==> src/design/lpht_pkg.sv <==
`default_nettype none

package lpht_pkg;

	// Table geometry (slot count is a power of two: home slot is the low key bits)
	localparam int SLOTS = 32;
	localparam int IDX_W = $clog2(SLOTS);
	localparam int CNT_W = $clog2(SLOTS + 1);

	// Operation codes
	localparam logic [1:0] ACT_INSERT = 2'd0;
	localparam logic [1:0] ACT_DELETE = 2'd1;
	localparam logic [1:0] ACT_LOOKUP = 2'd2;

	// Result status codes
	localparam logic [1:0] STAT_DONE      = 2'd0;
	localparam logic [1:0] STAT_NOT_FOUND = 2'd1;
	localparam logic [1:0] STAT_DUPLICATE = 2'd2;
	localparam logic [1:0] STAT_FULL      = 2'd3;

	// Slot marks
	localparam logic [1:0] MARK_EMPTY = 2'd0;
	localparam logic [1:0] MARK_LIVE  = 2'd1;
	localparam logic [1:0] MARK_TOMB  = 2'd2;

	typedef struct packed {
		logic [1:0]         action;
		logic [30:0]        key;
		logic signed [31:0] value;
	} req_t;

	typedef struct packed {
		logic [1:0]         status;
		logic signed [31:0] found_value;
		logic [5:0]         entry_total;
	} rsp_t;

	// One table slot as held in the memory
	typedef struct packed {
		logic [1:0]  mark;
		logic [30:0] key;
		logic [31:0] data;
	} slot_t;

endpackage

`default_nettype wire

==> src/design/lpht_ram.sv <==
`default_nettype none

module lpht_ram #(
	parameter int WIDTH = 8,
	parameter int DEPTH = 32
) (
	input  wire logic                     clk,
	input  wire logic                     we,
	input  wire logic [$clog2(DEPTH)-1:0] waddr,
	input  wire logic [WIDTH-1:0]         wdata,
	input  wire logic [$clog2(DEPTH)-1:0] raddr,
	output logic      [WIDTH-1:0]         rdata
);

	logic [WIDTH-1:0] mem [DEPTH];

	// single write port, registered read port
	always_ff @(posedge clk) begin
		if (we) begin
			mem[waddr] <= wdata;
		end
		rdata <= mem[raddr];
	end

endmodule

`default_nettype wire

==> src/design/linear_probe_hash_table_core.sv <==
`default_nettype none

// Open-addressed key/value table of SLOTS slots with linear probing and
// tombstones. Each request beat (insert, delete or lookup) gives exactly one
// response beat with a status, the value found or removed, and the live entry
// count. Requests are taken one at a time: the accept cycle reads the home
// slot, then one slot is examined per cycle while the response register is
// free or being taken, through the single read port of the slot memory, and
// an item probes 1 to SLOTS slots; the response is registered and the next
// request may be taken in the cycle after the last probe, while that response
// still waits. All slots read as empty after reset at once.
module linear_probe_hash_table_core import lpht_pkg::*; (
	input  wire logic clk,
	input  wire logic arst_n,
	input  wire logic req_valid,
	output logic      req_ready,
	input  wire req_t req,
	output logic      rsp_valid,
	input  wire logic rsp_ready,
	output rsp_t      rsp
);

	typedef enum logic {S_IDLE, S_PROBE} state_t;

	state_t             state_q;
	req_t               op_q;
	logic [IDX_W-1:0]   idx_q;
	logic [IDX_W-1:0]   n_q;
	logic [CNT_W-1:0]   count_q;
	logic [SLOTS-1:0]   valid_q;
	rsp_t               rsp_q;
	logic               rsp_valid_q;

	slot_t              rd_slot;
	slot_t              wr_slot;
	logic [IDX_W-1:0]   raddr;
	logic [IDX_W-1:0]   idx_nxt;
	logic [1:0]         cur_mark;
	logic               key_hit;
	logic               last;
	logic               step;
	logic               done;
	logic               rsp_load;
	logic               wr_req;
	logic               ram_we;
	logic [1:0]         status;
	logic signed [31:0] fval;
	logic [CNT_W-1:0]   cnt_nxt;

	// slot memory
	lpht_ram #(
		.WIDTH($bits(slot_t)),
		.DEPTH(SLOTS)
	) u_ram (
		.clk  (clk),
		.we   (ram_we),
		.waddr(idx_q),
		.wdata(wr_slot),
		.raddr(raddr),
		.rdata(rd_slot)
	);

	// probe view of the slot just read
	assign cur_mark = valid_q[idx_q] ? rd_slot.mark : MARK_EMPTY;
	assign key_hit  = rd_slot.key == op_q.key;
	assign last     = n_q == IDX_W'(SLOTS - 1);
	assign idx_nxt  = (idx_q == IDX_W'(SLOTS - 1)) ? '0 : idx_q + 1'b1;
	assign step     = (state_q == S_PROBE) && (!rsp_valid_q || rsp_ready);
	assign ram_we   = step && wr_req;
	assign rsp_load = step && done;

	// probe decision
	always_comb begin
		done    = 1'b0;
		wr_req  = 1'b0;
		status  = STAT_NOT_FOUND;
		fval    = '0;
		wr_slot = rd_slot;
		cnt_nxt = count_q;
		if (op_q.action == ACT_INSERT) begin
			if (cur_mark != MARK_LIVE) begin
				done         = 1'b1;
				wr_req       = 1'b1;
				status       = STAT_DONE;
				wr_slot.mark = MARK_LIVE;
				wr_slot.key  = op_q.key;
				wr_slot.data = op_q.value;
				cnt_nxt      = count_q + 1'b1;
			end else if (key_hit) begin
				done   = 1'b1;
				status = STAT_DUPLICATE;
			end else if (last) begin
				done   = 1'b1;
				status = STAT_FULL;
			end
		end else begin
			if (cur_mark == MARK_EMPTY) begin
				done = 1'b1;
			end else if (cur_mark == MARK_LIVE && key_hit) begin
				done   = 1'b1;
				status = STAT_DONE;
				fval   = rd_slot.data;
				if (op_q.action == ACT_DELETE) begin
					wr_req       = 1'b1;
					wr_slot.mark = MARK_TOMB;
					if (count_q != '0) begin
						cnt_nxt = count_q - 1'b1;
					end
				end
			end else if (last) begin
				done = 1'b1;
			end
		end
	end

	// read address: home slot on accept, next slot while probing
	always_comb begin
		if (state_q == S_IDLE) begin
			raddr = req.key[IDX_W-1:0];
		end else if (step && !done) begin
			raddr = idx_nxt;
		end else begin
			raddr = idx_q;
		end
	end

	assign req_ready = state_q == S_IDLE;
	assign rsp_valid = rsp_valid_q;
	assign rsp       = rsp_q;

	// sequencer, counters, valid bits and response register
	always_ff @(posedge clk or negedge arst_n) begin
		if (!arst_n) begin
			state_q     <= S_IDLE;
			op_q        <= '0;
			idx_q       <= '0;
			n_q         <= '0;
			count_q     <= '0;
			valid_q     <= '0;
			rsp_q       <= '0;
			rsp_valid_q <= 1'b0;
		end else begin
			// response beat: loaded at the last probe, cleared when taken
			if (rsp_load) begin
				rsp_valid_q <= 1'b1;
			end else if (rsp_ready) begin
				rsp_valid_q <= 1'b0;
			end
			unique case (state_q)
				S_IDLE: begin
					if (req_valid) begin
						op_q    <= req;
						idx_q   <= req.key[IDX_W-1:0];
						n_q     <= '0;
						state_q <= S_PROBE;
					end
				end
				S_PROBE: begin
					if (step) begin
						if (done) begin
							if (wr_req) begin
								valid_q[idx_q] <= 1'b1;
							end
							count_q           <= cnt_nxt;
							rsp_q.status      <= status;
							rsp_q.found_value <= fval;
							rsp_q.entry_total <= 6'(cnt_nxt);
							state_q           <= S_IDLE;
						end else begin
							idx_q <= idx_nxt;
							n_q   <= n_q + 1'b1;
						end
					end
				end
				default: begin
					state_q <= S_IDLE;
				end
			endcase
		end
	end

	// live count never exceeds the slot count
	a_count_bound: assert property (@(posedge clk) disable iff (!arst_n)
		count_q <= CNT_W'(SLOTS))
		else $error("live count above slot count");

	// a slot written is marked valid from the next cycle
	a_valid_after_write: assert property (@(posedge clk) disable iff (!arst_n)
		ram_we |=> valid_q[$past(idx_q)])
		else $error("written slot not marked valid");

	// a successful insert adds exactly one entry
	a_insert_count: assert property (@(posedge clk) disable iff (!arst_n)
		(ram_we && op_q.action == ACT_INSERT) |=> count_q == $past(count_q) + 1'b1)
		else $error("insert did not add one entry");

	// no slot write and no response load while idle
	a_idle_quiet: assert property (@(posedge clk) disable iff (!arst_n)
		(state_q == S_IDLE) |=> !($past(ram_we)) && (rsp_valid_q == 1'b0 || $past(rsp_valid_q)))
		else $error("activity while idle");

endmodule

`default_nettype wire

==> config.mk <==
export PLATFORM = sky130hd
export DESIGN_NAME = linear_probe_hash_table_core
export DESIGN_NICKNAME = d
export VERILOG_FILES = /design/src/design/lpht_pkg.sv /design/src/design/lpht_ram.sv /design/src/design/linear_probe_hash_table_core.sv
export SDC_FILE = /design/constraint.sdc
export NUM_CORES = 2
export LEC_CHECK = 0
export ABC_AREA = 1
export ABC_CLOCK_PERIOD_IN_PS = 5400
export BUFFER_PORTS_ARGS = -buffer_cell sky130_fd_sc_hd__buf_2
export CELL_PAD_IN_SITES_DETAIL_PLACEMENT = 1
export CELL_PAD_IN_SITES_GLOBAL_PLACEMENT = 1
export CORE_MARGIN = 1
export CORE_UTILIZATION = 40
export CTS_BUF_LIST = sky130_fd_sc_hd__clkbuf_8
export CTS_CLUSTER_SIZE = 40
export DETAILED_ROUTE_END_ITERATION = 8
export PLACE_DENSITY = 0.69
export SLEW_MARGIN = 20
export SYNTH_ARGS = -nofsm -noshare
export SYNTH_HDL_FRONTEND = slang
export SYNTH_SLANG_ARGS = --single-unit
==> constraint.sdc <==
create_clock -name clk -period 5.4 [get_ports clk]
set_clock_uncertainty 0.1 [all_clocks]
set_input_delay 0.54 -clock clk [delete_from_list [all_inputs] [get_ports clk]]
set_output_delay 0.54 -clock clk [all_outputs]
set_load 0.1 [all_outputs]
## Word-level counts from Yosys, hierarchy flattened

Memories as Yosys holds them, arrays and structs flattened. A register that Yosys moved wholly into a read port is not among the register bits.
Index checks and enable logic that the tools add are counted.

| storage, ports and cells | value |
|---|---|
| input port bits | 69 |
| memories | 1 |
| bits in registers | 149 |
| memory bits (writable) | 2080 |

| cells by class | value |
|---|---|
| magnitude comparators | 2 |
| bitwise gates (word level) | 2 |
| mux-type cells | 56 |
| eq/ne operators | 11 |
| reduce and logical (&&, ||, !) cells | 21 |
| add/sub/neg operators | 4 |

Memories:

| memory | depth | width | read ports | clocked after memory_dff | wr ports | RTL line | text |
|---|---|---|---|---|---|---|---|
| u_ram.mem | 32 | 65 | 1 | 1 | 1 | lpht_ram.sv:15 | `logic [WIDTH-1:0] mem [DEPTH];` |

Operators with widths:

| operator | number |
|---|---|
| $mux 32 | 3 |
| $mux 65 | 1 |
| $mux 63 | 1 |
| $mux 5 | 9 |
| $mux 6 | 6 |
| $or 32x32->32 | 1 |
| $eq 31x31->1 | 1 |
| $mux 1 | 22 |
| $pmux 5 s2 | 2 |
| $mux 2 | 9 |
| $add 5x1->5 const B | 2 |
| $eq 5x5->1 const B | 2 |
| $reduce_and 8->1 | 1 |
| $reduce_bool 2->1 | 4 |
| $add 6x1->6 const B | 1 |
| $logic_and 1x1->1 | 6 |
| $lt 5x6->1 const B | 1 |
| $ne 2x1->1 const B | 3 |
| $ne 2x2->1 const B | 3 |
| $reduce_and 3->1 | 2 |
| $reduce_bool 6->1 | 1 |
| $sub 6x1->6 const B | 1 |
| $bmux 1 s5 | 1 |
| $demux 1 s5 | 1 |
| 9 further kinds | 12 |

## Depth between registers and ports, before layout

| depth | value |
|---|---|
| word-level depth | 12 |
| gate-level depth with buffers | 26 |
| mapped depth without buffers | 23 |

## Hierarchy

From an unflattened synthesis, not the netlist that was laid out.

| unflattened totals | value |
|---|---|
| cell total of the unflattened synthesis | 7778 |
| area, all modules | 92506.2 µm² |

By module, submodules not included:

| module | area each (µm²) | instances | cells each | seq. area each (µm²) |
|---|---|---|---|---|
| lpht_ram | 84472.3 | 1 | 6866 | 63761.2 |
| linear_probe_hash_table_core | 8034.0 | 1 | 912 | 3728.6 |

## Worst setup path before layout

Ideal clock, no wire load.

| timing path | value |
|---|---|
| path kind | reg2reg |
| start | reg idx_q[0] |
| end | mem u_ram.mem[0][0] in the netlist's numbering (enable) |
| required time | 4.811 ns |
| clock period less this slack | 5.257 ns |
| library setup time | 0.489 ns |
| arrival | 4.669 ns |
| path slack | 0.143 ns |
| stages on the path, launching flop included | 18 |
| path through | dfrtp_1 -> buf_4 -> buf_6 -> nand2_1 -> nand3_1 -> nand2_1 -> nand2_1 -> nand2_1 -> nor2_1 -> nand2_2 -> nand3_1 -> nor3_1 -> inv_1 -> nand2_1 -> nand2_1 -> clkbuf_1 -> clkbuf_1 -> nor2_1 |

| on the way | value |
|---|---|
| longest elaborated chain between the ends | 11 |
| elaborated cells on any way between the ends | 14 |
| classes of those cells | eq/ne (2); mux (9); reduce/logical (3) |

Ends and longest elaborated chain:

| element | RTL line | text |
|---|---|---|
| start: declaration | linear_probe_hash_table_core.sv:27 | `logic [IDX_W-1:0] idx_q;` |
| start signal: assignment | linear_probe_hash_table_core.sv:153 | `idx_q <= req.key[IDX_W-1:0];` |
| start signal: assignment | linear_probe_hash_table_core.sv:170 | `idx_q <= idx_nxt;` |
| $bmux 1 s5 | linear_probe_hash_table_core.sv:64 | `assign cur_mark = valid_q[idx_q] ? rd_slot.mark : MARK_EMPTY;` |
| $mux 1 (implied by the code) | linear_probe_hash_table_core.sv:64 |  |
| $mux 2 | linear_probe_hash_table_core.sv:64 |  |
| $eq 2x1->1 | linear_probe_hash_table_core.sv:99 | `end else if (cur_mark == MARK_LIVE && key_hit) begin` |
| $logic_and 1x1->1 | linear_probe_hash_table_core.sv:99 |  |
| $mux 1 | linear_probe_hash_table_core.sv:99 |  |
| $mux 1 | linear_probe_hash_table_core.sv:97 | `if (cur_mark == MARK_EMPTY) begin` |
| $mux 1 | linear_probe_hash_table_core.sv:80 | `if (op_q.action == ACT_INSERT) begin` |
| $logic_and 1x1->1 | linear_probe_hash_table_core.sv:69 | `assign ram_we = step && wr_req;` |
| $mux 1 | lpht_ram.sv:19 | `if (we) begin` |
| $mux 1 (implied by the code) | lpht_ram.sv:20 | `mem[waddr] <= wdata;` |
| end: declaration | lpht_ram.sv:15 |  |

Several ways; a longest one is shown, not always the timed one. The select of a mux whose other input is x is not followed.

## Worst setup path after layout

| timing path | value |
|---|---|
| start | reg idx_q[1] |
| end | reg u_ram.rdata[48] (read register of u_ram.mem) |

| on the way | value |
|---|---|
| longest elaborated chain between the ends | 12 |
| elaborated cells on any way between the ends | 18 |
| classes of those cells | add/sub (1); eq/ne (3); mux (10); reduce/logical (4) |

Ends and longest elaborated chain:

| element | RTL line | text |
|---|---|---|
| $bmux 1 s5 | linear_probe_hash_table_core.sv:64 |  |
| $mux 1 (implied by the code) | linear_probe_hash_table_core.sv:64 |  |
| $mux 2 | linear_probe_hash_table_core.sv:64 |  |
| $eq 2x1->1 | linear_probe_hash_table_core.sv:99 |  |
| $logic_and 1x1->1 | linear_probe_hash_table_core.sv:99 |  |
| $mux 1 | linear_probe_hash_table_core.sv:99 |  |
| $mux 1 | linear_probe_hash_table_core.sv:97 |  |
| $mux 1 | linear_probe_hash_table_core.sv:80 |  |
| $logic_not 1->1 | linear_probe_hash_table_core.sv:120 | `end else if (step && !done) begin` |
| $logic_and 1x1->1 | linear_probe_hash_table_core.sv:120 |  |
| $mux 5 * | linear_probe_hash_table_core.sv:120 |  |
| $mux 5 * | linear_probe_hash_table_core.sv:118 | `if (state_q == S_IDLE) begin` |
| end: declaration | lpht_ram.sv:12 | `output logic [WIDTH-1:0] rdata` |

Mark *: on every way between the ends. The rest lies on a longest branch, timed or not. The select of a mux whose other input is x is not followed.
A chain may end at the register's enable or synchronous reset.

==> qor.txt <==
Status = complete, no violations
Core Region = 230,000 µm²
Synth unique cells = 37
Cell Int Power = 0.0418 W
GP Congestion = 0.788
Min Hold Slack = 0.0980 ns
RSZ-0062 raised after global routing = no
Clock Pin Slew Worst Setup and Hold Paths = 0.06 ns
CTS Buf Count = 387
Net Switching = 0.0337 W
Warnings, synthesis = 0
Initial DRC count = 7,023
NumNets Final = 8,429
Post-Syn Instances = 8,052
Area growth syn-to-layout = 14.1%
I/O pin count = 111
Vias per inst = 5.65
DIE AREA = 234,000 µm²
Critical Path AT = 5.86 ns
TritonCTS clock tree = yes
DR vias = 66.0k
Die height = 484 µm
PwrDens = 712 nW/µm²
Largest net degree at the start of global routing = 123
Final hold viol count = 0
Router iterations before antenna repair = 5
Met1 Track Usage GR = 34.7%
Worst min-delay path category = primary input to flop
Clock Sinks = 2,294
Ys async rst share = 6.50%
VDD IR-drop max = 1.12 mV
Detail Placement HPWL = 156 mm
Sw Share = 44.7%
Layout cells sized above 1 = 10.6%
Rel. slew slack = 19.9%
MaxCap Viol Count = 0
Min cycle time layout = 4.98 ns
Post-Synthesis Cell Area = 92,900 µm²
Top FF cell, synth = edfxtp_1
Grt met2 use = 44.3%
Setup Fix Bufs, Post-CTS = 0
Wire per inst = 26.7 µm
Post-synth EDFFs = 2,080
Peak-usage layer in the global routing report = met2
Fin crit share = 92.3%
Setup TNS = 0 ns
Initial cell density of the core = 40.3%
Worst skew pair latency = 1.11 ns
Yosys reg bits = 2,294
Final ANT Viol Nets = 0
Critical Setup Path Class = flop to flop
Required time of the critical path = 6.28 ns
Top cells by area, synth = edfxtp_1 67%, nand3_1 11%, nand2_1 9.9%
Global-route wire length before repair = 458 mm
Clock root cell = clkbuf_8
CP Capture Type = flop
Htree depth = 5
Slew Viols, Final = 0
Clock tree buffer depth = 4
Buffers on Ports = 110
Routed WL = 312 mm
Crit path max fanout = 82
# rows = 176
Initial antenna violation count = 2
Crit path launch type = flop
Commonest cells post-synth = 2,442 x nand2_1, 2,119 x nand3_1, 2,080 x edfxtp_1
Vias in the first global route = 69.0k
Grt total ovfl = 0
GRT met3 Usage = 3.76%
Die W = 484 µm
Leak = 39.9 nW
Reg power frac = 34.0%
Combinational Power Share = 46.7%
Share of the synthesized area in the top cell type = 67.2%
Avg Inst Size Synth = 11.5 µm²
Least-Margin Pin Slew = 1.20 ns
Clock power share = 19.3%
Total track usage = 26.3%
Count leader, synth = nand2_1
Final setup viols = 0
Register area share after synthesis = 72.6%
Fmax = 201 MHz
Leading area contributor after synthesis = edfxtp_1
DRC violations left = 0
Syn_nets = 8,133
-- path summary, 6_finish.rpt --
kind,depth (start not counted),end,slack [ns],startpoint
max,21,u_ram.rdata[48]$_DFF_P_,0.42,idx_q[1]$_DFFE_PN0P_
min,4,op_q[0]$_DFFE_PN0P_,0.1,req[0]
max reg2reg,21,u_ram.rdata[48]$_DFF_P_,0.42,idx_q[1]$_DFFE_PN0P_
min reg2reg,2,rsp[9]$_DFFE_PN0P_,0.34,u_ram.rdata[3]$_DFF_P_
max in group asynchronous,4,op_q[28]$_DFFE_PN0P_,3.89,arst_n
min in group asynchronous,4,op_q[61]$_DFFE_PN0P_,0.53,arst_n
-- area by class of cell --
type	instances	area (µm²)
Timing Repair Buffer	415	4190
Clock buffer	433	5960
Multi-Input combinational cell	4891	22100
Sequential cell	2294	67500
Inverter	359	1370
Clock inverter	259	1130
Tap cell	3026	3790
Antenna cell	1	2.50
Fill cell	24400	124000
-- what timing repair did --
| action | CTS | global route |
|---|---|---|
| hold endpoints to repair | 218 | 0 |
| hold buffers | 75 | 0 |
| resized for setup | 0 | 0 |
-- placed cells by master (no fill, tap or decap), types with 4 or more instances in the layout --
cell type      count
buf_2            109
nand2_1         2440
clkinv_2          34
a21oi_2           20
nor2_1            69
o21ai_4            5
inv_2              6
nand3_1         2118
xnor2_1            4
o31ai_1           24
o21ai_0           85
mux2_2            12
dfrtp_1          149
dlygate4sd3_1     74
buf_12            89
inv_1            512
clkbuf_8         434
a21oi_1            8
ha_1              11
clkinv_1          51
nand2_8            4
dfxtp_1           65
o21ai_1           28
nor2_4            33
buf_4            140
clkinvlp_4         5
edfxtp_1        2080
xor2_1             4
a21oi_4            6
-- registers in the layout, indices dropped and copies added, names as in the netlist --
| name | cells |
|---|---|
| n_q | 5 |
| u_ram.rdata | 65 |
| state_q | 1 |
| rsp_valid | 1 |
| idx_q | 5 |
| rsp | 40 |
| op_q | 65 |
| u_ram.mem | 2080 |
| valid_q | 32 |
-- stage by stage --
stage	power, W	util, %	instances	cell area (µm²)	worst slack, ns
final	0.0755	46.0	11700	106000	0.415
after global routing	0.0795	46.0	11700	106000	0.230
after CTS	0.0755	46.0	11700	106000	0.503
after detailed placement	0.0609	42.6	10900	98100	0.523
after global placement	0.0598	42.6	10900	98100	0.705
after floorplan	0.0477	-	8052	92900	0.143
-- layer usage --
layer / part of all wire [%] / vias up
met4: 3.3 / 0
li1: - / 28700
met1: 41 / 34200
met5: 0 / -
met3: 6.8 / 577
met2: 49 / 2571
-- worst max-delay path, stage by stage (launching register included) --
cell	delay, ns
dfrtp_1	0.69
clkinv_1	0.49
nand3_1	0.21
nand2_1	0.08
nand2_1	0.07
nand2_1	0.05
nor2_1	0.14
nand2_2	0.12
nand2_1	0.20
nand2_8	0.23
nand2_2	0.22
inv_2	0.07
nand3_4	0.11
o21ai_1	0.11
a21oi_4	0.25
buf_12	0.47
buf_12	0.51
nand3_1	0.17
nand3_1	0.12
nand2_1	0.09
nand2_1	0.06
nand2_1	0.06
-- power by group through the flow --
stage                     clock network [W]  registers, W  logic, W
final                                0.0145        0.0257    0.0352
after global placement                    0        0.0260    0.0339
after CTS                            0.0147        0.0257    0.0351
after floorplan                           0        0.0263    0.0214
after global routing                 0.0154        0.0258    0.0382
after detailed placement                  0        0.0260    0.0349
-- logic make-up (layout without fill, tap and decap cells) --
group,Yosys count,after routing,share of synthesized area (%)
AO/OA/AOI/OAI,180,180,1.07
XOR/XNOR,8,8,0.0754
adder cells (fa/ha/maj),12,12,0.170
AND/OR/NAND/NOR,4679,4679,21.8
multiplexers,12,12,0.145
flip-flops,2294,2294,72.6
buffers and inverters,867,1466,4.11
other,0,1,0
No activity file was read; power rests on OpenSTA's default activity.
